**src/sv/mfhd_pkg.sv**
```systemverilog
// Shared types and constants for the MQTT fixed header decoder.
package mfhd_pkg;

  typedef enum logic [1:0] {
    ST_AGAIN = 2'd0,
    ST_DONE  = 2'd1,
    ST_ERROR = 2'd2
  } status_t;

  localparam logic [3:0] TYPE_LOW         = 4'd1;
  localparam logic [3:0] TYPE_HIGH        = 4'd14;
  localparam logic [3:0] TYPE_PUBLISH     = 4'd3;
  localparam logic [3:0] TYPE_PUBREL      = 4'd6;
  localparam logic [3:0] TYPE_SUBSCRIBE   = 4'd8;
  localparam logic [3:0] TYPE_UNSUBSCRIBE = 4'd10;

  localparam logic [3:0] FLAGS_RESERVED = 4'd2;
  localparam logic [3:0] FLAGS_QOS_MASK = 4'd6;

  localparam int unsigned LEN_W        = 28;
  localparam logic [2:0]  LAST_GROUP   = 3'd3;
  localparam logic [2:0]  BYTES_SAT    = 3'd7;

endpackage

```
**src/sv/mfhd_if.sv**
```systemverilog
// Handshake channels for header bytes in and decode results out.
interface mfhd_byte_if;
  logic       valid;
  logic       ready;
  logic [7:0] data_byte;
  logic       new_packet;

  modport source (output valid, output data_byte, output new_packet, input ready);
  modport sink   (input valid, input data_byte, input new_packet, output ready);
endinterface

interface mfhd_result_if;
  logic                     valid;
  logic                     ready;
  mfhd_pkg::status_t        status;
  logic [3:0]               packet_type;
  logic                     dup_flag;
  logic [1:0]               qos_level;
  logic                     retain_flag;
  logic [mfhd_pkg::LEN_W-1:0] body_length;

  modport source (output valid, output status, output packet_type, output dup_flag,
                  output qos_level, output retain_flag, output body_length,
                  input ready);
  modport sink   (input valid, input status, input packet_type, input dup_flag,
                  input qos_level, input retain_flag, input body_length,
                  output ready);
endinterface

```
**src/sv/mqtt_fixed_header_decoder_top.sv**
```systemverilog
// MQTT fixed header decoder: input register, decode and length accumulate, result register.
// Flow: a byte accepted into the input register moves on to the result register, where
// its result beat is held until it is taken.
// Throughput: one byte per cycle while the result channel is not stalled; the parser state
// is updated as a byte moves from the input register to the result register, so the next byte sees it at once.
// Reset (rst, synchronous): both registers empty, parser state cleared to zero.
module mqtt_fixed_header_decoder_top (
  input  logic                 clk,
  input  logic                 rst,
  mfhd_byte_if.sink            bytes,
  mfhd_result_if.source        result
);

  // Input register
  logic       s1_valid;
  logic [7:0] s1_byte;
  logic       s1_new_packet;
  logic       s1_advance;

  // Parser state
  logic                       failed_flag;
  logic [2:0]                 bytes_seen;
  logic [3:0]                 type_reg;
  logic                       dup_reg;
  logic [1:0]                 qos_reg;
  logic                       retain_reg;
  logic [2:0]                 group_shift;
  logic [mfhd_pkg::LEN_W-1:0] length_accum;
  logic                       length_done;
  logic [mfhd_pkg::LEN_W-1:0] length_final;

  // State as seen by this byte, after an optional new packet clear
  logic                       cur_failed;
  logic [2:0]                 cur_bytes_seen;
  logic [3:0]                 cur_type;
  logic                       cur_dup;
  logic [1:0]                 cur_qos;
  logic                       cur_retain;
  logic [2:0]                 cur_group_shift;
  logic [mfhd_pkg::LEN_W-1:0] cur_length_accum;
  logic                       cur_length_done;
  logic [mfhd_pkg::LEN_W-1:0] cur_length_final;

  logic                       failed_flag_next;
  logic [2:0]                 bytes_seen_next;
  logic [3:0]                 type_reg_next;
  logic                       dup_reg_next;
  logic [1:0]                 qos_reg_next;
  logic                       retain_reg_next;
  logic [2:0]                 group_shift_next;
  logic [mfhd_pkg::LEN_W-1:0] length_accum_next;
  logic                       length_done_next;
  logic [mfhd_pkg::LEN_W-1:0] length_final_next;

  mfhd_pkg::status_t          status_next;
  logic [3:0]                 first_type;
  logic [3:0]                 first_flags;
  logic                       flags_bad;
  logic                       type_bad;
  logic                       len_bad;
  logic [mfhd_pkg::LEN_W-1:0] group_value;
  logic [mfhd_pkg::LEN_W-1:0] length_sum;

  assign s1_advance  = s1_valid && (!result.valid || result.ready);
  assign bytes.ready = !s1_valid || s1_advance;

  always_ff @(posedge clk) begin
    if (rst) begin
      s1_valid <= 1'b0;
    end else if (bytes.ready) begin
      s1_valid <= bytes.valid;
    end
    if (bytes.ready && bytes.valid) begin
      s1_byte       <= bytes.data_byte;
      s1_new_packet <= bytes.new_packet;
    end
  end

  always_comb begin
    cur_failed       = s1_new_packet ? 1'b0 : failed_flag;
    cur_bytes_seen   = s1_new_packet ? 3'd0 : bytes_seen;
    cur_type         = s1_new_packet ? 4'd0 : type_reg;
    cur_dup          = s1_new_packet ? 1'b0 : dup_reg;
    cur_qos          = s1_new_packet ? 2'd0 : qos_reg;
    cur_retain       = s1_new_packet ? 1'b0 : retain_reg;
    cur_group_shift  = s1_new_packet ? 3'd0 : group_shift;
    cur_length_accum = s1_new_packet ? '0 : length_accum;
    cur_length_done  = s1_new_packet ? 1'b0 : length_done;
    cur_length_final = s1_new_packet ? '0 : length_final;

    first_type  = s1_byte[7:4];
    first_flags = s1_byte[3:0];
    type_bad    = (first_type < mfhd_pkg::TYPE_LOW) || (first_type > mfhd_pkg::TYPE_HIGH);
    case (first_type)
      mfhd_pkg::TYPE_PUBREL, mfhd_pkg::TYPE_SUBSCRIBE, mfhd_pkg::TYPE_UNSUBSCRIBE:
        flags_bad = first_flags != mfhd_pkg::FLAGS_RESERVED;
      mfhd_pkg::TYPE_PUBLISH:
        flags_bad = (first_flags & mfhd_pkg::FLAGS_QOS_MASK) == mfhd_pkg::FLAGS_QOS_MASK;
      default:
        flags_bad = first_flags != 4'd0;
    endcase

    // A zero byte is only a legal length encoding as the first length byte.
    len_bad = ((cur_group_shift >= mfhd_pkg::LAST_GROUP) && s1_byte[7]) ||
              ((cur_group_shift != 3'd0) && (s1_byte == 8'd0)) ||
              cur_length_done || (cur_group_shift > mfhd_pkg::LAST_GROUP);

    case (cur_group_shift[1:0])
      2'd0:    group_value = {21'd0, s1_byte[6:0]};
      2'd1:    group_value = {14'd0, s1_byte[6:0], 7'd0};
      2'd2:    group_value = {7'd0, s1_byte[6:0], 14'd0};
      default: group_value = {s1_byte[6:0], 21'd0};
    endcase
    length_sum = cur_length_accum + group_value;

    failed_flag_next  = cur_failed;
    bytes_seen_next   = cur_bytes_seen;
    type_reg_next     = cur_type;
    dup_reg_next      = cur_dup;
    qos_reg_next      = cur_qos;
    retain_reg_next   = cur_retain;
    group_shift_next  = cur_group_shift;
    length_accum_next = cur_length_accum;
    length_done_next  = cur_length_done;
    length_final_next = cur_length_final;
    status_next       = mfhd_pkg::ST_AGAIN;

    if (cur_failed) begin
      status_next = mfhd_pkg::ST_ERROR;
    end else if (cur_bytes_seen == 3'd0) begin
      if (type_bad || flags_bad) begin
        status_next = mfhd_pkg::ST_ERROR;
      end else begin
        type_reg_next     = first_type;
        group_shift_next  = 3'd0;
        length_accum_next = '0;
        length_done_next  = 1'b0;
        if (first_type == mfhd_pkg::TYPE_PUBLISH) begin
          dup_reg_next    = first_flags[3];
          qos_reg_next    = first_flags[2:1];
          retain_reg_next = first_flags[0];
        end else begin
          dup_reg_next    = 1'b0;
          qos_reg_next    = 2'd0;
          retain_reg_next = 1'b0;
        end
      end
    end else if (len_bad) begin
      status_next = mfhd_pkg::ST_ERROR;
    end else begin
      length_accum_next = length_sum;
      group_shift_next  = cur_group_shift + 3'd1;
      if (!s1_byte[7]) begin
        status_next       = mfhd_pkg::ST_DONE;
        length_final_next = length_sum;
        length_done_next  = 1'b1;
      end
    end

    if (status_next == mfhd_pkg::ST_ERROR) begin
      failed_flag_next = 1'b1;
    end else if (cur_bytes_seen != mfhd_pkg::BYTES_SAT) begin
      bytes_seen_next = cur_bytes_seen + 3'd1;
    end
  end

  always_ff @(posedge clk) begin
    if (rst) begin
      failed_flag  <= 1'b0;
      bytes_seen   <= 3'd0;
      type_reg     <= 4'd0;
      dup_reg      <= 1'b0;
      qos_reg      <= 2'd0;
      retain_reg   <= 1'b0;
      group_shift  <= 3'd0;
      length_accum <= '0;
      length_done  <= 1'b0;
      length_final <= '0;
    end else if (s1_advance) begin
      failed_flag  <= failed_flag_next;
      bytes_seen   <= bytes_seen_next;
      type_reg     <= type_reg_next;
      dup_reg      <= dup_reg_next;
      qos_reg      <= qos_reg_next;
      retain_reg   <= retain_reg_next;
      group_shift  <= group_shift_next;
      length_accum <= length_accum_next;
      length_done  <= length_done_next;
      length_final <= length_final_next;
    end
  end

  // Result register
  always_ff @(posedge clk) begin
    if (rst) begin
      result.valid <= 1'b0;
    end else if (!result.valid || result.ready) begin
      result.valid <= s1_valid;
    end
    if (s1_advance) begin
      result.status      <= status_next;
      result.packet_type <= type_reg_next;
      result.dup_flag    <= dup_reg_next;
      result.qos_level   <= qos_reg_next;
      result.retain_flag <= retain_reg_next;
      result.body_length <= (status_next == mfhd_pkg::ST_DONE) ? length_final_next : '0;
    end
  end

  a_sticky_error: assert property (@(posedge clk) disable iff (rst)
    (s1_advance && failed_flag && !s1_new_packet) |=> (result.status == mfhd_pkg::ST_ERROR))
    else $error("sticky error did not answer error");

  a_qos_legal: assert property (@(posedge clk) disable iff (rst)
    qos_reg != 2'd3)
    else $error("QoS 3 was stored");

  a_flags_publish_only: assert property (@(posedge clk) disable iff (rst)
    (type_reg != mfhd_pkg::TYPE_PUBLISH) |-> (!dup_reg && qos_reg == 2'd0 && !retain_reg))
    else $error("flags held for a type other than PUBLISH");

  a_done_has_group: assert property (@(posedge clk) disable iff (rst)
    length_done |-> (group_shift != 3'd0 && group_shift <= 3'd4))
    else $error("length complete without a length group");

  a_length_only_when_done: assert property (@(posedge clk) disable iff (rst)
    (result.valid && result.status != mfhd_pkg::ST_DONE) |-> (result.body_length == '0))
    else $error("remaining length shown on an unfinished beat");

endmodule
```
**src/flat_wrapper.sv**
```systemverilog
// flat-port wrapper written by rule: the top's interface ports become plain ports
module mqtt_fixed_header_decoder_top_flat 
  (clk, rst, bytes_valid, bytes_data_byte, bytes_new_packet, bytes_ready, result_valid, result_status, result_packet_type, result_dup_flag, result_qos_level, result_retain_flag, result_body_length, result_ready);
  mfhd_byte_if bytes_i ();
  mfhd_result_if result_i ();
  input  logic clk;
  input  logic rst;
  input wire logic [$bits(bytes_i.valid)-1:0] bytes_valid;
  input wire logic [$bits(bytes_i.data_byte)-1:0] bytes_data_byte;
  input wire logic [$bits(bytes_i.new_packet)-1:0] bytes_new_packet;
  output wire logic [$bits(bytes_i.ready)-1:0] bytes_ready;
  output wire logic [$bits(result_i.valid)-1:0] result_valid;
  output wire logic [$bits(result_i.status)-1:0] result_status;
  output wire logic [$bits(result_i.packet_type)-1:0] result_packet_type;
  output wire logic [$bits(result_i.dup_flag)-1:0] result_dup_flag;
  output wire logic [$bits(result_i.qos_level)-1:0] result_qos_level;
  output wire logic [$bits(result_i.retain_flag)-1:0] result_retain_flag;
  output wire logic [$bits(result_i.body_length)-1:0] result_body_length;
  input wire logic [$bits(result_i.ready)-1:0] result_ready;
  assign bytes_i.valid = bytes_valid;
  assign bytes_i.data_byte = bytes_data_byte;
  assign bytes_i.new_packet = bytes_new_packet;
  assign bytes_ready = bytes_i.ready;
  assign result_valid = result_i.valid;
  assign result_status = result_i.status;
  assign result_packet_type = result_i.packet_type;
  assign result_dup_flag = result_i.dup_flag;
  assign result_qos_level = result_i.qos_level;
  assign result_retain_flag = result_i.retain_flag;
  assign result_body_length = result_i.body_length;
  assign result_i.ready = result_ready;
  mqtt_fixed_header_decoder_top u_core (.clk(clk), .rst(rst), .bytes(bytes_i), .result(result_i));
endmodule
```
**config.mk**
```make
export PLATFORM = sky130hd
export DESIGN_NAME = mqtt_fixed_header_decoder_top_flat
export DESIGN_NICKNAME = d
export VERILOG_FILES = /design/src/sv/mfhd_pkg.sv /design/src/sv/mfhd_if.sv /design/src/sv/mqtt_fixed_header_decoder_top.sv /design/src/flat_wrapper.sv
export SDC_FILE = /design/constraint.sdc
export NUM_CORES = 1
export LEC_CHECK = 0
export ABC_AREA = 1
export BUFFER_PORTS_ARGS = -buffer_cell sky130_fd_sc_hd__buf_2
export CAP_MARGIN = 40
export CORE_MARGIN = 5
export CORE_UTILIZATION = 35
export DETAILED_ROUTE_END_ITERATION = 8
export PLACE_DENSITY = 0.57
export REMOVE_ABC_BUFFERS = 1
export SYNTH_ARGS = -nofsm -noshare
export SYNTH_HDL_FRONTEND = slang
export SYNTH_SLANG_ARGS = --single-unit
```
**constraint.sdc**
```tcl
create_clock -name clk -period 3.6 [get_ports clk]
set_clock_uncertainty 0.05 [all_clocks]
set_input_delay 0.72 -clock clk [delete_from_list [all_inputs] [get_ports clk]]
set_output_delay 0.72 -clock clk [all_outputs]
set_load 0.01 [all_outputs]
```
==> reports/qor_table.md <==
| Metric | Reported | Unit |
|---|---|---|
| Number of port buffers | 52 | - |
| Minimum setup slack among reg-to-reg paths | 0.38 | ns |
| Worst endpoint data arrival time | 3.29 | ns |
| Area fraction in compound gates after synthesis | 14.4 | % |
| Net count, final | 1174 | - |
| Number of search-and-repair iterations in the first detailed-routing pass | 5 | - |
| Total global-route track usage | 17.7 | % |
| Layout cells sized above 1 | 10.5 | % |
| Routed wire length | 20.9 | mm |
| Total number of vias | 6898 | - |
| TritonCTS clock tree | done | - |
| Netlist cell types | 43 | - |
| Cell types occupying the most area after synthesis | edfxtp_1, nand2_1, dfxtp_1 | - |
| Post-detailed-route wirelength per cell | 14.9 | µm |
| Hold Crit Class | reg2reg | - |
| Post-synthesis sequential element count | 96 | - |
| Crit Path Max Fanout | 21 | - |
| Post-synthesis share of cell area spent on and, or, nand and nor gates | 30.5 | % |
| Die Ht | 154 | µm |
| Xor and xnor fraction of the mapped netlist area | 1.82 | % |
| Overflow after GRT | 0 | - |
| Fraction of synthesis flops using an asynchronous set or reset pin | 0 | % |
| Maximum buffer depth of the clock tree | 2 | - |
| I/O pin count | 53 | - |
| Worst setup endpoint | u_core.result.body_length[26] | - |
| Post-layout instance count excluding filler cells | 1400 | - |
| Max-cap violations | 0 | - |
| Period utilisation layout | 89.3 | % |
| Pin slew with the least headroom to its limit | 0.706 | ns |
| Synth Area per Inst | 6.60 | µm² |
| Setup-violating endpoint count in the final report | 0 | - |
| Critical register-to-register path startpoint | u_core.s1_new_packet | - |
| CTS HTree Levels | 3 | - |
| Headroom to the max-slew limit | 52.9 | % |
| Total instance count after detailed placement | 1384 | - |
| Maximum number of pins on one net before global-route repair | 38 | - |
| Root Buffer | clkbuf_16 | - |
| Global-route wire length before repair | 34.3 | mm |
| Hold slack final | 0.419 | ns |
| Standard-cell rows | 52 | - |
| Clk pin slew, worst setup/hold paths | 0.08 | ns |
| Setup Buffers After CTS | 0 | - |
| Share of synthesized area occupied by flip-flops and latches | 33.1 | % |
| Clock period minus final worst setup slack | 3.22 | ns |
| Main synth FF type | dfxtp_1 | - |
| Cell Area, Synth | 0.00723 | mm² |
| Width of the die | 154 | µm |
| Clock buffers created by TritonCTS | 9 | - |
| Share of Yosys cell area claimed by the top area cell type | 19.5 | % |
| Status | complete, no violations | - |
| Total power after layout | 2.64 | mW |
| Kind of start point of the critical path | register | - |
| Count of fill cells added during filler insertion | 2218 | - |
| Antenna violations before repair | 0 | - |
| Insertion delay to the later sink of the worst-skew pair | 0.36 | ns |
| Area share of fa/ha/maj cells after synthesis | 6.34 | % |
| Starting DRT DRC Count | 499 | - |
| Maximum resistive drop on vdd | 298 | µV |
| Final Hold Vio Count | 0 | - |
| Post-synth top area cell | edfxtp_1 | - |
| Via count of the first global-routing pass | 6598 | - |
| Antenna violation net count after detailed routing | 0 | - |
| Registers with the most flip-flops | u_core.length_accum (28), u_core.result.body_length (28), u_core.s1_byte (8) | - |
| Starting Density | 35.6 | % |
| Element type at the critical path end | register | - |
| Core area | 0.0203 | mm² |
| Total number of yosys warnings | 0 | - |
| Leakage | 4.34 | nW |
| Number of enable-type register cells in the synthesized netlist | 47 | - |
| Instance area after placement | 0.00775 | mm² |
| Detailed placement HPWL | 15.7 | mm |
| Synth Instances | 1096 | - |
| Fmax | 0.311 | GHz |
| Per-cell via count in the routed design | 4.93 | - |
| Clock net sink count | 96 | - |
| Antenna cells | 0 | - |
| Worst Path Class, Setup | reg2reg | - |
| Area delta synth->final | 11.1 | % |
| Number of cells on the worst reg-to-reg path | 16 | - |
| Required time worst endpoint | 3.67 | ns |
| Max-slew violation count | 0 | - |
| Setup repair after global routing missed its margin | no | - |
| Reg2Reg Capture Point | u_core.result.body_length[26] | - |
| RePlAce Congestion | 0.948 | - |
| Main combinational cell family by area after synthesis | simple AND/OR/NAND/NOR gates | - |
| Sum of negative setup slack | 0 | ns |
| Sequential Area | 0.00239 | mm² |
| Count of hold buffers inserted by post-cts repair | 0 | - |
| Area of combinational cells with multiple inputs | 0.00384 | mm² |
| Final cell area excluding filler cells | 0.00803 | mm² |
| Drt drc | 0 | - |
| Worst setup path startpoint | u_core.s1_new_packet | - |
| Share of synthesized area spent on multiplexers | 0 | % |
| Power density over the cells | 328 | mW/mm² |
| Die area | 0.0236 | mm² |
layer usage:
metal | GRT usage (%) | wire length, µm | vias up
li1 | - | - | 3546
met1 | 24.3 | 9970 | 3150
met2 | 29.1 | 9650 | 170
met3 | 2.61 | 912 | 32
met4 | 5.34 | 370 | 0
met5 | 0 | 0 | -
timing repair:
| action | in CTS | in global routing |
|---|---|---|
| endpoints found under the setup margin | 0 | 1 |
| gates resized for setup | 0 | 1 |
| hold endpoints to repair | 0 | 0 |
synthesized netlist by cell type, types with 4 or more instances:
master and n:
a21oi_1 90, a31oi_1 22, buf_1 5, buf_2 12, clkbuf_1 27, dfxtp_1 49, edfxtp_1 47, ha_1 35
inv_1 199, inv_2 4, nand2_1 311, nand2_2 5, nand3_1 66, nand3_2 11, nand4_1 12, nor2_1 64
nor3_1 17, o2111ai_1 4, o21a_1 4, o21ai_0 55, o21ai_1 10, xnor2_1 5, xor2_1 10
worst min-delay path by stage:
stage | depth (start not counted) | start | end
3_3_place_gp | 2 | u_core.length_done | u_core.length_done
3_5_place_dp | 2 | u_core.length_done | u_core.length_done
2_1_floorplan | 2 | u_core.length_done | u_core.length_done
4_1_cts | 2 | u_core.length_done | u_core.length_done
6_report | 2 | u_core.bytes_seen[1] | u_core.bytes_seen[1]
5_1_grt | 2 | u_core.qos_reg[0] | u_core.qos_reg[0]
stage by stage:
stage	utilization (%)	setup WS, ns
2_1_floorplan	-	-0.424
3_3_place_gp	38.1	0.401
3_5_place_dp	38.2	0.343
4_1_cts	39.6	0.334
5_1_grt	39.6	0.0746
6_report	39.6	0.385
final cells by class:
type / instances / share of cell area, %
flip-flops and latches: 96 / 29.8
well taps: 270 / 4.21
clock buffers: 10 / 2.85
clock inverters: 6 / 0.685
inverters: 206 / 9.69
multi-input cells: 745 / 47.8
repair buffers: 67 / 4.95
where the power goes:
part           internal, mW  switching [mW]
logic                 0.137           0.306
clock network         0.486           0.472
registers              1.20          0.0327
total                  1.83           0.811
cells by family after synthesis:
kind of cell	Yosys count
flip-flops	96
XOR/XNOR	15
adder cells (fa/ha/maj)	36
AO/OA/AOI/OAI	192
buffers and inverters	255
AND/OR/NAND/NOR	502
critical path, cell delays in order (launching register included):
cell	delay (ns)
edfxtp_1	0.40
inv_2	0.09
nand2_1	0.12
inv_1	0.15
ha_1	0.16
buf_4	0.27
nor3_1	0.10
ha_1	0.36
nand2_1	0.12
nor2_1	0.32
nand3_1	0.12
nand3_1	0.25
nand2_1	0.16
nand3_1	0.12
nand2_1	0.07
nand3_2	0.07
inv_1	0.04
cell usage in the layout (no fill, tap or decap), drive strengths merged:
master,instances
dfxtp,49
fa,1
nor3,17
xnor2,5
o21a,4
o2111ai,4
ha,35
a31oi,22
nand2,319
a21boi,1
o21ai,66
or2,1
o31ai,1
clkinv,3
o211ai,2
nand4,13
nand3b,1
nor3b,1
a21oi,90
o21bai,2
buf,67
xor2,10
clkbuf,10
nand3,78
nor2,71
edfxtp,47
and2,1
inv,209
Power figures use the tool's default switching activity.
